==> config.mk <==
export PLATFORM = sky130hd
export DESIGN_NAME = decimal_number_recognizer_top
export DESIGN_NICKNAME = d
export VERILOG_FILES = /design/src/hdl/dnr_pkg.sv /design/src/hdl/dnr_in_reg.sv /design/src/hdl/dnr_parse.sv /design/src/hdl/dnr_out_reg.sv /design/src/hdl/decimal_number_recognizer_top.sv
export SDC_FILE = /design/constraint.sdc
export NUM_CORES = 1
export LEC_CHECK = 0
export BUFFER_PORTS_ARGS = -buffer_cell sky130_fd_sc_hd__buf_2
export CAP_MARGIN = 30
export CORE_MARGIN = 5
export CORE_UTILIZATION = 50
export DETAILED_ROUTE_END_ITERATION = 8
export GPL_TIMING_DRIVEN = 0
export HOLD_SLACK_MARGIN = 0.15
export PLACE_DENSITY = 0.77
export REMOVE_ABC_BUFFERS = 1
export SLEW_MARGIN = 20
export SYNTH_ARGS = -nofsm -noshare
export SYNTH_HDL_FRONTEND = slang
export SYNTH_SLANG_ARGS = --single-unit
==> constraint.sdc <==
create_clock -name clock -period 10.7 [get_ports clock]
set_input_delay 0.535 -clock clock [delete_from_list [all_inputs] [get_ports clock]]
set_output_delay 0.535 -clock clock [all_outputs]
set_load 0.02 [all_outputs]
==> src/hdl/dnr_pkg.sv <==
// ---------------------------------------------------------------------------
// Decimal number recognizer package
// Character codes, the parse phase type, the stage and result structs, and
// the shared multiply-by-ten-and-add step.
// ---------------------------------------------------------------------------
package dnr_pkg;

   // Character codes that the parser tests for.
   localparam logic [7:0] CHAR_ZERO  = 8'h30;
   localparam logic [7:0] CHAR_NINE  = 8'h39;
   localparam logic [7:0] CHAR_DOT   = 8'h2E;
   localparam logic [7:0] CHAR_COMMA = 8'h2C;
   localparam logic [7:0] CHAR_MINUS = 8'h2D;
   localparam logic [7:0] CHAR_PLUS  = 8'h2B;
   localparam logic [7:0] CHAR_SPACE = 8'h20;

   localparam int unsigned ACC_W   = 64;
   localparam int unsigned COUNT_W = 8;
   localparam int unsigned RADIX   = 10;

   localparam logic [ACC_W-1:0]   ACC_MAX   = {ACC_W{1'b1}};
   localparam logic [COUNT_W-1:0] COUNT_MAX = {COUNT_W{1'b1}};

   // Parse phase, one-hot.
   typedef enum logic [4:0] {
      PH_LEAD  = 5'b00001,
      PH_INT   = 5'b00010,
      PH_FRAC  = 5'b00100,
      PH_TRAIL = 5'b01000,
      PH_REJ   = 5'b10000
   } phase_type;

   // Request held in the input register.
   typedef struct packed {
      logic       valid;
      logic [7:0] char_code;
      logic       last_char;
      logic       empty_field;
   } stage_type;

   // One result as it leaves the parser.
   typedef struct packed {
      logic                valid_res;
      logic                negative;
      logic [ACC_W-1:0]    integer_value;
      logic [ACC_W-1:0]    fraction_value;
      logic [COUNT_W-1:0]  fraction_digits;
      logic                overflow;
   } result_type;

   // Output of the accumulate step: saturation flag and new value.
   typedef struct packed {
      logic             sat;
      logic [ACC_W-1:0] value;
   } acc_step_type;

   function automatic logic is_digit(input logic [7:0] c);
      return (c >= CHAR_ZERO) && (c <= CHAR_NINE);
   endfunction

   function automatic logic is_point(input logic [7:0] c);
      return (c == CHAR_DOT) || (c == CHAR_COMMA);
   endfunction

   // acc * 10 + digit as two shifted copies and an add; any carry into the
   // top four bits means the 64-bit result would not fit, so saturate.
   function automatic acc_step_type acc_digit(input logic [ACC_W-1:0] acc,
                                              input logic [7:0]       c);
      logic [3:0]       d;
      logic [ACC_W+3:0] wide;
      acc_step_type     r;
      d    = 4'(c - CHAR_ZERO);
      wide = {1'b0, acc, 3'b000} + {3'b000, acc, 1'b0} + {{ACC_W{1'b0}}, d};
      if (wide[ACC_W+3:ACC_W] != 4'd0) begin
         r.sat   = 1'b1;
         r.value = ACC_MAX;
      end else begin
         r.sat   = 1'b0;
         r.value = wide[ACC_W-1:0];
      end
      return r;
   endfunction

endpackage

==> src/hdl/dnr_in_reg.sv <==
// ---------------------------------------------------------------------------
// Decimal number recognizer input register
// Captures one request per cycle unless the parser is held.
// ---------------------------------------------------------------------------
module dnr_in_reg import dnr_pkg::*; (
   input  logic       clock,
   input  logic       reset,
   input  logic       req_valid,
   input  logic [7:0] req_char_code,
   input  logic       req_last_char,
   input  logic       req_empty_field,
   input  logic       hold,
   output stage_type  stage
);

   stage_type stage_ff;
   stage_type stage_in;

   // Load a new request whenever the stage is not held.
   always_comb begin
      stage_in = stage_ff;
      if (!hold) begin
         stage_in.valid       = req_valid;
         stage_in.char_code   = req_char_code;
         stage_in.last_char   = req_last_char;
         stage_in.empty_field = req_empty_field;
      end
   end

   always_ff @(posedge clock) begin
      if (reset) begin
         stage_ff.valid <= 1'b0;
      end else begin
         stage_ff.valid <= stage_in.valid;
      end
      stage_ff.char_code   <= stage_in.char_code;
      stage_ff.last_char   <= stage_in.last_char;
      stage_ff.empty_field <= stage_in.empty_field;
   end

   assign stage = stage_ff;

endmodule

==> src/hdl/dnr_parse.sv <==
// ---------------------------------------------------------------------------
// Decimal number recognizer parser
// Holds the field state, advances it by one byte per consumed request and
// forms the result on the last byte of a field.
// ---------------------------------------------------------------------------
module dnr_parse import dnr_pkg::*; (
   input  logic       clock,
   input  logic       reset,
   input  stage_type  stage,
   input  logic       consume,
   output result_type result
);

   phase_type            phase_ff, phase_in, phase_nx;
   logic                 minus_ff, minus_in, minus_nx;
   logic [ACC_W-1:0]     int_acc_ff, int_acc_in, int_acc_nx;
   logic [ACC_W-1:0]     frac_acc_ff, frac_acc_in, frac_acc_nx;
   logic [COUNT_W-1:0]   frac_cnt_ff, frac_cnt_in, frac_cnt_nx;
   logic                 had_int_ff, had_int_in, had_int_nx;
   logic                 had_point_ff, had_point_in, had_point_nx;
   logic                 had_frac_ff, had_frac_in, had_frac_nx;
   logic                 sat_ff, sat_in, sat_nx;
   logic [7:0]           c;
   logic                 take_int;
   logic                 ok;
   acc_step_type         step;

   assign c = stage.char_code;

   // One shared accumulate step; the phase picks which accumulator it feeds.
   assign step = acc_digit((phase_ff == PH_FRAC) ? frac_acc_ff : int_acc_ff, c);

   // Bytes in the integer part (and a leading byte that is not a space or a sign) share one rule.
   assign take_int = (phase_ff == PH_INT) ||
                     ((phase_ff == PH_LEAD) && (c != CHAR_SPACE) &&
                      (c != CHAR_MINUS) && (c != CHAR_PLUS));

   // Next state after this byte.
   always_comb begin
      phase_nx     = phase_ff;
      minus_nx     = minus_ff;
      int_acc_nx   = int_acc_ff;
      frac_acc_nx  = frac_acc_ff;
      frac_cnt_nx  = frac_cnt_ff;
      had_int_nx   = had_int_ff;
      had_point_nx = had_point_ff;
      had_frac_nx  = had_frac_ff;
      sat_nx       = sat_ff;
      if (!stage.empty_field) begin
         if (take_int) begin
            priority if (is_point(c)) begin
               had_point_nx = 1'b1;
               phase_nx     = PH_FRAC;
            end else if (is_digit(c)) begin
               had_int_nx = 1'b1;
               int_acc_nx = step.value;
               sat_nx     = sat_ff | step.sat;
               phase_nx   = PH_INT;
            end else begin
               phase_nx = PH_REJ;
            end
         end else begin
            unique case (phase_ff)
               PH_LEAD: begin
                  // Only spaces and signs reach here.
                  if (c != CHAR_SPACE) begin
                     minus_nx = (c == CHAR_MINUS);
                     phase_nx = PH_INT;
                  end
               end
               PH_FRAC: begin
                  priority if (c == CHAR_SPACE) begin
                     phase_nx = PH_TRAIL;
                  end else if (is_digit(c)) begin
                     had_frac_nx = 1'b1;
                     frac_acc_nx = step.value;
                     if (frac_cnt_ff == COUNT_MAX) begin
                        sat_nx = 1'b1;
                     end else begin
                        frac_cnt_nx = frac_cnt_ff + 1'b1;
                     end
                     if (step.sat) begin
                        sat_nx = 1'b1;
                     end
                  end else begin
                     phase_nx = PH_REJ;
                  end
               end
               PH_TRAIL: begin
                  if (c != CHAR_SPACE) begin
                     phase_nx = PH_REJ;
                  end
               end
               default: begin
                  phase_nx = PH_REJ;
               end
            endcase
         end
      end
   end

   // The field's result; all fields read zero when it is not well formed.
   always_comb begin
      ok = (phase_nx != PH_REJ) && (had_int_nx || (had_point_nx && had_frac_nx));
      result.valid_res       = ok;
      result.negative        = ok & minus_nx;
      result.integer_value   = ok ? int_acc_nx : '0;
      result.fraction_value  = ok ? frac_acc_nx : '0;
      result.fraction_digits = ok ? frac_cnt_nx : '0;
      result.overflow        = ok & sat_nx;
   end

   // The state returns to its start values after the last byte of a field.
   always_comb begin
      phase_in     = phase_ff;
      minus_in     = minus_ff;
      int_acc_in   = int_acc_ff;
      frac_acc_in  = frac_acc_ff;
      frac_cnt_in  = frac_cnt_ff;
      had_int_in   = had_int_ff;
      had_point_in = had_point_ff;
      had_frac_in  = had_frac_ff;
      sat_in       = sat_ff;
      if (consume) begin
         if (stage.last_char) begin
            phase_in     = PH_LEAD;
            minus_in     = 1'b0;
            int_acc_in   = '0;
            frac_acc_in  = '0;
            frac_cnt_in  = '0;
            had_int_in   = 1'b0;
            had_point_in = 1'b0;
            had_frac_in  = 1'b0;
            sat_in       = 1'b0;
         end else begin
            phase_in     = phase_nx;
            minus_in     = minus_nx;
            int_acc_in   = int_acc_nx;
            frac_acc_in  = frac_acc_nx;
            frac_cnt_in  = frac_cnt_nx;
            had_int_in   = had_int_nx;
            had_point_in = had_point_nx;
            had_frac_in  = had_frac_nx;
            sat_in       = sat_nx;
         end
      end
   end

   always_ff @(posedge clock) begin
      if (reset) begin
         phase_ff     <= PH_LEAD;
         minus_ff     <= 1'b0;
         int_acc_ff   <= '0;
         frac_acc_ff  <= '0;
         frac_cnt_ff  <= '0;
         had_int_ff   <= 1'b0;
         had_point_ff <= 1'b0;
         had_frac_ff  <= 1'b0;
         sat_ff       <= 1'b0;
      end else begin
         phase_ff     <= phase_in;
         minus_ff     <= minus_in;
         int_acc_ff   <= int_acc_in;
         frac_acc_ff  <= frac_acc_in;
         frac_cnt_ff  <= frac_cnt_in;
         had_int_ff   <= had_int_in;
         had_point_ff <= had_point_in;
         had_frac_ff  <= had_frac_in;
         sat_ff       <= sat_in;
      end
   end

endmodule

==> src/hdl/dnr_out_reg.sv <==
// ---------------------------------------------------------------------------
// Decimal number recognizer result register
// Holds one result until the receiver takes it.
// ---------------------------------------------------------------------------
module dnr_out_reg import dnr_pkg::*; (
   input  logic                clock,
   input  logic                reset,
   input  logic                load,
   input  result_type          result,
   input  logic                rsp_stall,
   output logic                full,
   output logic                rsp_valid,
   output logic                rsp_valid_res,
   output logic                rsp_negative,
   output logic [ACC_W-1:0]    rsp_integer_value,
   output logic [ACC_W-1:0]    rsp_fraction_value,
   output logic [COUNT_W-1:0]  rsp_fraction_digits,
   output logic                rsp_overflow
);

   logic       valid_ff, valid_in;
   result_type data_ff, data_in;

   // A new result may load in the same cycle the old one is taken.
   always_comb begin
      valid_in = valid_ff & rsp_stall;
      data_in  = data_ff;
      if (load) begin
         valid_in = 1'b1;
         data_in  = result;
      end
   end

   always_ff @(posedge clock) begin
      if (reset) begin
         valid_ff <= 1'b0;
      end else begin
         valid_ff <= valid_in;
      end
      data_ff <= data_in;
   end

   assign full                = valid_ff;
   assign rsp_valid           = valid_ff;
   assign rsp_valid_res       = data_ff.valid_res;
   assign rsp_negative        = data_ff.negative;
   assign rsp_integer_value   = data_ff.integer_value;
   assign rsp_fraction_value  = data_ff.fraction_value;
   assign rsp_fraction_digits = data_ff.fraction_digits;
   assign rsp_overflow        = data_ff.overflow;

endmodule

==> src/hdl/decimal_number_recognizer_top.sv <==
// ---------------------------------------------------------------------------
// Decimal number recognizer
// Checks a text field, one byte per request, for a decimal number and
// reports sign, integer value, fraction value and fraction digit count.
// ---------------------------------------------------------------------------
//  Channel   Direction  Handshake               Carries
//  req_*     in         req_valid / req_stall   one byte, last flag, no-byte flag
//  rsp_*     out        rsp_valid / rsp_stall   one result per field
//
// A request is parsed while it sits in the input register, and the result
// register loads at the next edge, so a field's result passes through the
// input register and then the result register; one request is taken every
// cycle while req_stall is low. The field state lives in one register set
// updated by a single multiply-by-ten-and-add step per byte.
// Reset is synchronous and returns the parser to the start of a field.
// Only a last request waiting behind an unread result holds the input.
// ---------------------------------------------------------------------------
module decimal_number_recognizer_top import dnr_pkg::*; (
   input  logic                clock,
   input  logic                reset,
   input  logic                req_valid,
   output logic                req_stall,
   input  logic [7:0]          req_char_code,
   input  logic                req_last_char,
   input  logic                req_empty_field,
   output logic                rsp_valid,
   input  logic                rsp_stall,
   output logic                rsp_valid_res,
   output logic                rsp_negative,
   output logic [ACC_W-1:0]    rsp_integer_value,
   output logic [ACC_W-1:0]    rsp_fraction_value,
   output logic [COUNT_W-1:0]  rsp_fraction_digits,
   output logic                rsp_overflow
);

   stage_type  stage;
   result_type result;
   logic       full;
   logic       hold;
   logic       consume;

   // A last byte cannot be parsed while the result slot stays occupied.
   assign hold      = stage.valid & stage.last_char & full & rsp_stall;
   assign consume   = stage.valid & ~hold;
   assign req_stall = hold;

   dnr_in_reg u_in_reg (
      .clock           (clock),
      .reset           (reset),
      .req_valid       (req_valid),
      .req_char_code   (req_char_code),
      .req_last_char   (req_last_char),
      .req_empty_field (req_empty_field),
      .hold            (hold),
      .stage           (stage)
   );

   dnr_parse u_parse (
      .clock   (clock),
      .reset   (reset),
      .stage   (stage),
      .consume (consume),
      .result  (result)
   );

   dnr_out_reg u_out_reg (
      .clock               (clock),
      .reset               (reset),
      .load                (consume & stage.last_char),
      .result              (result),
      .rsp_stall           (rsp_stall),
      .full                (full),
      .rsp_valid           (rsp_valid),
      .rsp_valid_res       (rsp_valid_res),
      .rsp_negative        (rsp_negative),
      .rsp_integer_value   (rsp_integer_value),
      .rsp_fraction_value  (rsp_fraction_value),
      .rsp_fraction_digits (rsp_fraction_digits),
      .rsp_overflow        (rsp_overflow)
   );

endmodule

Word level (Yosys, flattened, before mapping)
Cells that the tools add are included.
W data, S select, Z words.
{"block": "word_totals", "ff_bits": 297, "latch_bits": 0, "ramBits": 0, "mem_bits_ro": 0, "inputBits": 14, "output_inout_bits": 141, "elab_cells": 120, "memories": 0}
{"block": "op_classes", "add_sub_neg": 4, "multipliers": 0, "div": 0, "magnitude_cmp": 2, "n_eq_ne": 13, "shifts": 0, "muxes": 61, "bitwise": 10, "n_reduce_logical": 10}
{"cell": "$mux W64", "count": 12}
{"cell": "$add A67 B65 Y68", "count": 1}
{"cell": "$add A68 B4 Y68", "count": 1}
{"cell": "$mux W65", "count": 1}
{"cell": "$mux W8", "count": 7}
{"cell": "$mux W5", "count": 9}
{"cell": "$eq A8 B6 Y1 const B", "count": 4}
{"cell": "$mux W1", "count": 31}
{"cell": "$ne A8 B6 Y1 const B", "count": 3}
{"cell": "$pmux W5 S3", "count": 1}
{"cell": "$add A8 B1 Y8 const B", "count": 1}
{"cell": "$and A1 B1 Y1", "count": 8}
{"cell": "$eq A8 B8 Y1 const B", "count": 1}
{"cell": "$ge A8 B6 Y1 const B", "count": 1}
{"cell": "$le A8 B6 Y1 const B", "count": 1}
{"cell": "$logic_and A1 B1 Y1", "count": 6}
{"cell": "$eq A5 B1 Y1 const B", "count": 1}
{"cell": "$eq A5 B2 Y1 const B", "count": 1}
{"cell": "$eq A5 B3 Y1 const B", "count": 1}
{"cell": "$eq A5 B4 Y1 const B", "count": 1}
{"cell": "$ne A5 B5 Y1 const B", "count": 1}
{"cell": "$reduce_bool A4 Y1", "count": 1}
{"cell": "$sub A4 B1 Y4 const B", "count": 1}
{"cell": "$logic_or A1 B1 Y1", "count": 3}
{"cell": "2 further kinds", "count": 2}

Logic depth before layout (Yosys ltp)
{"block": "logic_depth", "depth_word": 13, "mapped_depth": 20, "mapped_depth_nobuf": 16}

Cells and area by module
From an unflattened synthesis, not the netlist that was laid out.
{"block": "hier_totals", "hier_cells": 2023, "area_unflattened_um2": 17810.8}
{"module": "dnr_parse", "n_inst": 1, "cells_each": 1860, "area_per_inst_um2": 13236.4, "seq_area_each_um2": 2922.8}
{"module": "dnr_out_reg", "n_inst": 1, "cells_each": 143, "area_per_inst_um2": 4210.3, "seq_area_each_um2": 4194.0}
{"module": "dnr_in_reg", "n_inst": 1, "cells_each": 14, "area_per_inst_um2": 337.8, "seq_area_each_um2": 320.3}
{"module": "decimal_number_recognizer_top", "n_inst": 1, "cells_each": 6, "area_per_inst_um2": 26.3, "seq_area_each_um2": 0.0}

Worst setup path before layout
OpenSTA, ideal clock, no wires.
{"block": "synth_path", "kind": "flip-flop to flip-flop", "startpoint": "register u_in_reg.stage_ff (netlist bit u_in_reg.stage[1])", "endpoint": "register u_parse.had_frac_ff", "setup_time_ps": 126, "arrival_time_ps": 8318, "t_required_ps": 10574, "path_slack_ps": 2256, "path_stages_with_launch": 6, "n_path_buf": 1, "period_less_slack_ps": 8444, "path_cell_list": "edfxtp_1 -> clkbuf_1 -> nand2_1 -> a21oi_1 -> or2_2 -> nor2_1"}
{"block": "synth_via", "elab_chain_len": 5, "elab_cells_between_ends": 6, "classes_between": "mux: 1; bitwise: 5"}
{"element": "start: declaration", "line_no": "dnr_in_reg.sv:16", "source": "stage_type stage_ff;"}
{"element": "$and A1 B1 Y1 (3 in a row)", "line_no": "decimal_number_recognizer_top.sv:43", "source": "assign hold = stage.valid & stage.last_char & full & rsp_stall;"}
{"element": "$not A1 Y1", "line_no": "decimal_number_recognizer_top.sv:44", "source": "assign consume = stage.valid & ~hold;"}
{"element": "$and A1 B1 Y1", "line_no": "decimal_number_recognizer_top.sv:44"}
{"element": "end signal: assignment", "line_no": "dnr_parse.sv:168", "source": "had_frac_ff <= had_frac_in;"}
{"element": "end: declaration", "line_no": "dnr_parse.sv:21", "source": "logic had_frac_ff, had_frac_in, had_frac_nx;"}
Parallel ways exist; a longest one is shown, timed or not.
A chain may end at the register's enable or synchronous reset.

Worst setup path in the final report
{"block": "layout_path", "startpoint": "register u_parse.phase_ff[0]", "endpoint": "register u_out_reg.data_ff (netlist bit u_out_reg.rsp_fraction_value[56]), data pin"}
{"block": "layout_via", "elab_chain_len": 11, "elab_cells_between_ends": 36, "classes_between": "add/sub: 2; eq/ne: 5; mux: 21; reduce/logical: 8"}
{"element": "start: declaration", "line_no": "dnr_parse.sv:14", "source": "phase_type phase_ff, phase_in, phase_nx;"}
{"element": "start signal: assignment", "line_no": "dnr_parse.sv:161", "source": "phase_ff <= phase_in;"}
{"element": "$eq A5 B3 Y1", "line_no": "dnr_parse.sv:31, dnr_parse.sv:63"}
{"element": "$mux W64", "line_no": "dnr_parse.sv:31", "source": "assign step = acc_digit((phase_ff == PH_FRAC) ? frac_acc_ff : int_acc_ff, c);"}
{"element": "$add A67 B65 Y68", "line_no": "dnr_pkg.sv:73", "source": "wide = {1'b0, acc, 3'b000} + {3'b000, acc, 1'b0} + {{ACC_W{1'b0}}, d};"}
{"element": "$add A68 B4 Y68", "line_no": "dnr_pkg.sv:73"}
{"element": "$reduce_bool A4 Y1", "line_no": "dnr_pkg.sv:74", "source": "if (wide[ACC_W+3:ACC_W] != 4'd0) begin"}
{"element": "$mux W65", "line_no": "dnr_pkg.sv:74"}
{"element": "$mux W64", "line_no": "dnr_parse.sv:74", "source": "end else if (is_digit(c)) begin"}
{"element": "$mux W64", "line_no": "dnr_parse.sv:72", "source": "priority if (c == CHAR_SPACE) begin"}
{"element": "$mux W64", "line_no": "dnr_parse.sv:63", "source": "unique case (phase_ff)"}
{"element": "$mux W64", "line_no": "dnr_parse.sv:50", "source": "if (take_int) begin"}
{"element": "$mux W64", "line_no": "dnr_parse.sv:49", "source": "if (!stage.empty_field) begin"}
{"element": "end signal: assignment", "line_no": "dnr_out_reg.sv:40", "source": "data_ff <= data_in;"}
{"element": "end: declaration", "line_no": "dnr_out_reg.sv:22", "source": "result_type data_ff, data_in;"}
Parallel ways exist; a longest one is shown, timed or not.

==> results.md <==
* IO Pins at 155
* Post-synthesis mux area share at 0.04413
* Largest net degree at the start of global routing at 45
* Final WS setup at 4.943 ns
* Layout cell share with drive strength beyond 1 at 0.1774
* Drt total wl at 45920 um
* Worst-path clk slew at 0.06 ns
* Worst Path Arrival at between 6 and 7 ns
* Setup violators final at 0
* Commonest cells after routing, fill and taps aside: a21oi_1, nand2_1, o21ai_0, buf_2, edfxtp_1
* Synth Area in Adders at 0.09308
* Tot GR Track Use at 0.2273
* TNS Setup at 0 ns
* Share of the synthesized area in the top cell type at 0.2537
* Maximum vdd ir drop at roughly 0.12 mV
* Top post-synthesis cells by area: edfxtp_1, dfxtp_1, ha_1
* WHS Endpoint: u_in_reg.stage[10]$_SDFFE_PP0N_
* Synthesized flop and latch total at approximately 300
* CTS sink count at 297
* R2R depth at 18
* Pre-CTS setup slack at 5.036 ns
* Pre-Repair DR Iteration Count at 6
* Hold Crit Class: primary input to flop
* Multi-input gate area at approximately 0.0096 sq mm
* Core Footprint at 0.03471 sq mm
* P&R area growth vs syn at 14.89%
* Root Buffer: clkbuf_16
* CP Launch Type: flop
* Dominant cell type by area after synthesis: edfxtp_1
* Fin crit period at about 5.8 ns
* Lkg Pwr at just over 0.008 uW
* CTS tree: built
* Initial antenna violation count at 0
* Placed cell areas at 0.01915 sq mm
* Drt drc at 0
* Die ar. at between 0.03 and 0.04 sq mm
* Initial DRC Count at 1100
* Cell variety after synth at 75
* Fin. Hold Viols at 0
* # port buffers at ~150
* CP max FO at 29
* Skew final at 0.008437 ns
* Period utilization at 0.5381
* Hold_ws at 0.1815 ns
* Netlist Area Pre-Place at between 0.015 and 0.02 sq mm
* TritonCTS Buffers at 31
* Commonest non-fill, non-tap cell in the layout: a21oi_1
* Sequential-to-total area share from yosys stat at 0.4217
* Yosys warning count at 0
* Post-cts sizing count at 0
* P per Cell Area at 115.9 mW/mm^2
* Worst path required time at roughly 11 ns
* Largest family of logic cells by synthesized area: compound AO/OA/AOI/OAI gates
* Pint at 1845 uW
* R2R Path End: u_out_reg.rsp_fraction_value[56]$_SDFFCE_PN0P_
* Via-per-instance ratio at around 6.0
* Worst R2R Start: u_parse.phase_ff[0]$_SDFFE_PP1P_
* Post-synth EDFFs at 149
* Drt wl/cell at 18.24 um
* Xor/xnor share of the synthesized area at 0.02880
* Sw power at between 500 and 600 uW
* Via count at 15120
* Top achievable clock speed at ~170 MHz
* Worst setup EP type: flop
* Comb pwr share at 0.032
* First-pass GRT wire length at between 70000 and 80000 um
* Status: completed
* H-tree levels at 1
* Synth Area in Compound Gates at 0.2202
* Final layout net count at about 2200
* Routability cong. at 0.8972
* Initial Util at 0.5080
* Placed cell count at 2450
* Hold_sp: req_valid
* Ys async rst share at 0
* Top FF cell, synth: edfxtp_1
* Post-DP HPWL at 33230 um
* Max-slew violations at 0
* # diodes at 0
* Final Cell Area at slightly above 0.02 sq mm
* Reg power frac at 0.512
* Worst hold path stage count at 3
* Fillers at 2940
* Slew HR at 0.3652
* Remaining antenna violation count at 0
* Die width at 197.8 um
* Net Sw Frac at 0.2147
* Vias in the first global route at between 10000 and 15000
* Longest Clk Path Bufs at 3
* Max-Cap Viols at 0
* Die Ht at 197.8 um
* Crit Path Class: flop to flop
* Slew @ Worst Pin at 0.9282 ns
* Gr ovfl total at 0
* RSZ-0062 raised after global routing: false
* Post-Syn Instances at 1945
* Clock Latency Late Sink at about 0.58 ns
* Reg2Reg Setup Slack at around 4.9 ns
* Reg area at ~0.0074 sq mm
* Num rows at just under 70
* Mean Syn Cell Area at 9.067 sq um
* Clock group share of total power at 0.456
* Post-Synth Simple-Gate Area at 0.1507
* Final non-filler cell total at 2518
## power groups by stage
stage / Combinational, uW / Clock, uW / Sequential, uW
after floorplan: 27.8 / 0 / 1240
after global placement: 55.6 / 0 / 1230
after detailed placement: 72.8 / 0 / 1230
after CTS: 75.8 / 1090 / 1200
after global routing: 81.3 / 1140 / 1200
final: 76.2 / 1070 / 1200
## registers in the layout, summed over array words and instances, names as in the netlist, 5 cells and up
name / cells
u_out_reg.rsp_fraction_value: 64
u_parse.int_acc_ff: 64
u_out_reg.rsp_integer_value: 64
u_in_reg.stage: 11
u_parse.phase_ff: 5
u_parse.frac_acc_ff: 64
u_parse.frac_cnt_ff: 8
u_out_reg.rsp_fraction_digits: 8
## repair_timing
item | CTS | global route
hold buffers | 10 | 0
endpoints found under the hold margin | 10 | 0
buffers inserted | 0 | 0
## synthesized netlist by cell type, types with 13 or more instances
master      n
a21oi_1   234
nand2_1   227
o21ai_0   184
edfxtp_1  149
dfxtp_1   148
o21ai_1   140
ha_1      128
nor2_1     98
clkbuf_1   94
mux2_2     62
nor3_2     48
inv_1      30
nand4_1    30
xnor2_1    30
nor3_1     29
nand3_1    28
xor2_1     28
buf_2      25
o211ai_1   23
a211oi_1   14
nand2b_1   14
a31oi_1    13
## final cells by class
cell class	count	share of cell area
well taps	455	0.02810
repair buffers	196	0.07694
flip-flops and latches	297	0.3670
multi-input cells	1481	0.4725
clock buffers	45	0.04137
clock inverters	13	0.008336
inverters	31	0.005743
## critical path, cell delays in order, from the launching register on
cell and delay, ns:
dfxtp_1 0.35, nor2_1 0.24, nand3_4 0.44, mux2_2 0.46
ha_1 0.28, ha_1 0.19, inv_1 0.08, fa_1 0.46
nand2b_1 0.21, a211oi_2 0.33, o2111ai_1 0.28, a311oi_1 0.48
o211ai_1 0.19, a31oi_1 0.30, o22ai_4 0.15, buf_16 0.19
buf_16 0.17, nor2_1 0.45, a31oi_1 0.20
## cells by family (layout without fill, tap and decap cells)
kind of cell / Yosys count / after routing
AOI/OAI and AO/OA: 694 / 694
xor gates and xnor gates: 58 / 58
adders and majority gates: 130 / 130
buffers and inverters: 167 / 285
DFF: 297 / 297
muxes: 70 / 70
and+or+nand+nor: 529 / 529
## through the flow
stage                     utilization  power [uW]
after detailed placement       0.5518        1300
after global placement         0.5290        1290
after global routing           0.5837        2426
after floorplan                     -        1266
final                          0.5837        2349
after CTS                      0.5837        2367
## routing by layer
metal / GRT usage / vias to the layer above / routed length, um
met2: 0.3814 / 454 / 21750
met3: 0.02791 / 73 / 2571
met1: 0.3126 / 7231 / 20660
met4: 0.06146 / 0 / 937
met5: 0 / - / 0
li1: - / 7360 / -
## worst max path at each step
stage / start / endpoint / cells after the start
2_1_floorplan: u_in_reg.stage[3]$_DFFE_PN_ / u_parse.int_acc_ff[56]$_SDFFE_PP0P_ / 7
3_3_place_gp: u_in_reg.stage[3]$_DFFE_PN_ / u_parse.int_acc_ff[56]$_SDFFE_PP0P_ / 7
3_5_place_dp: u_parse.phase_ff[0]$_SDFFE_PP1P_ / u_out_reg.rsp_overflow$_DFFE_PP_ / 18
4_1_cts: u_parse.phase_ff[0]$_SDFFE_PP1P_ / u_out_reg.rsp_fraction_value[56]$_SDFFCE_PN0P_ / 18
5_1_grt: u_parse.phase_ff[1]$_SDFFE_PP0P_ / u_out_reg.rsp_fraction_value[56]$_SDFFCE_PN0P_ / 18
6_report: u_parse.phase_ff[0]$_SDFFE_PP1P_ / u_out_reg.rsp_fraction_value[56]$_SDFFCE_PN0P_ / 18
No activity file was read; power rests on OpenSTA's default activity.
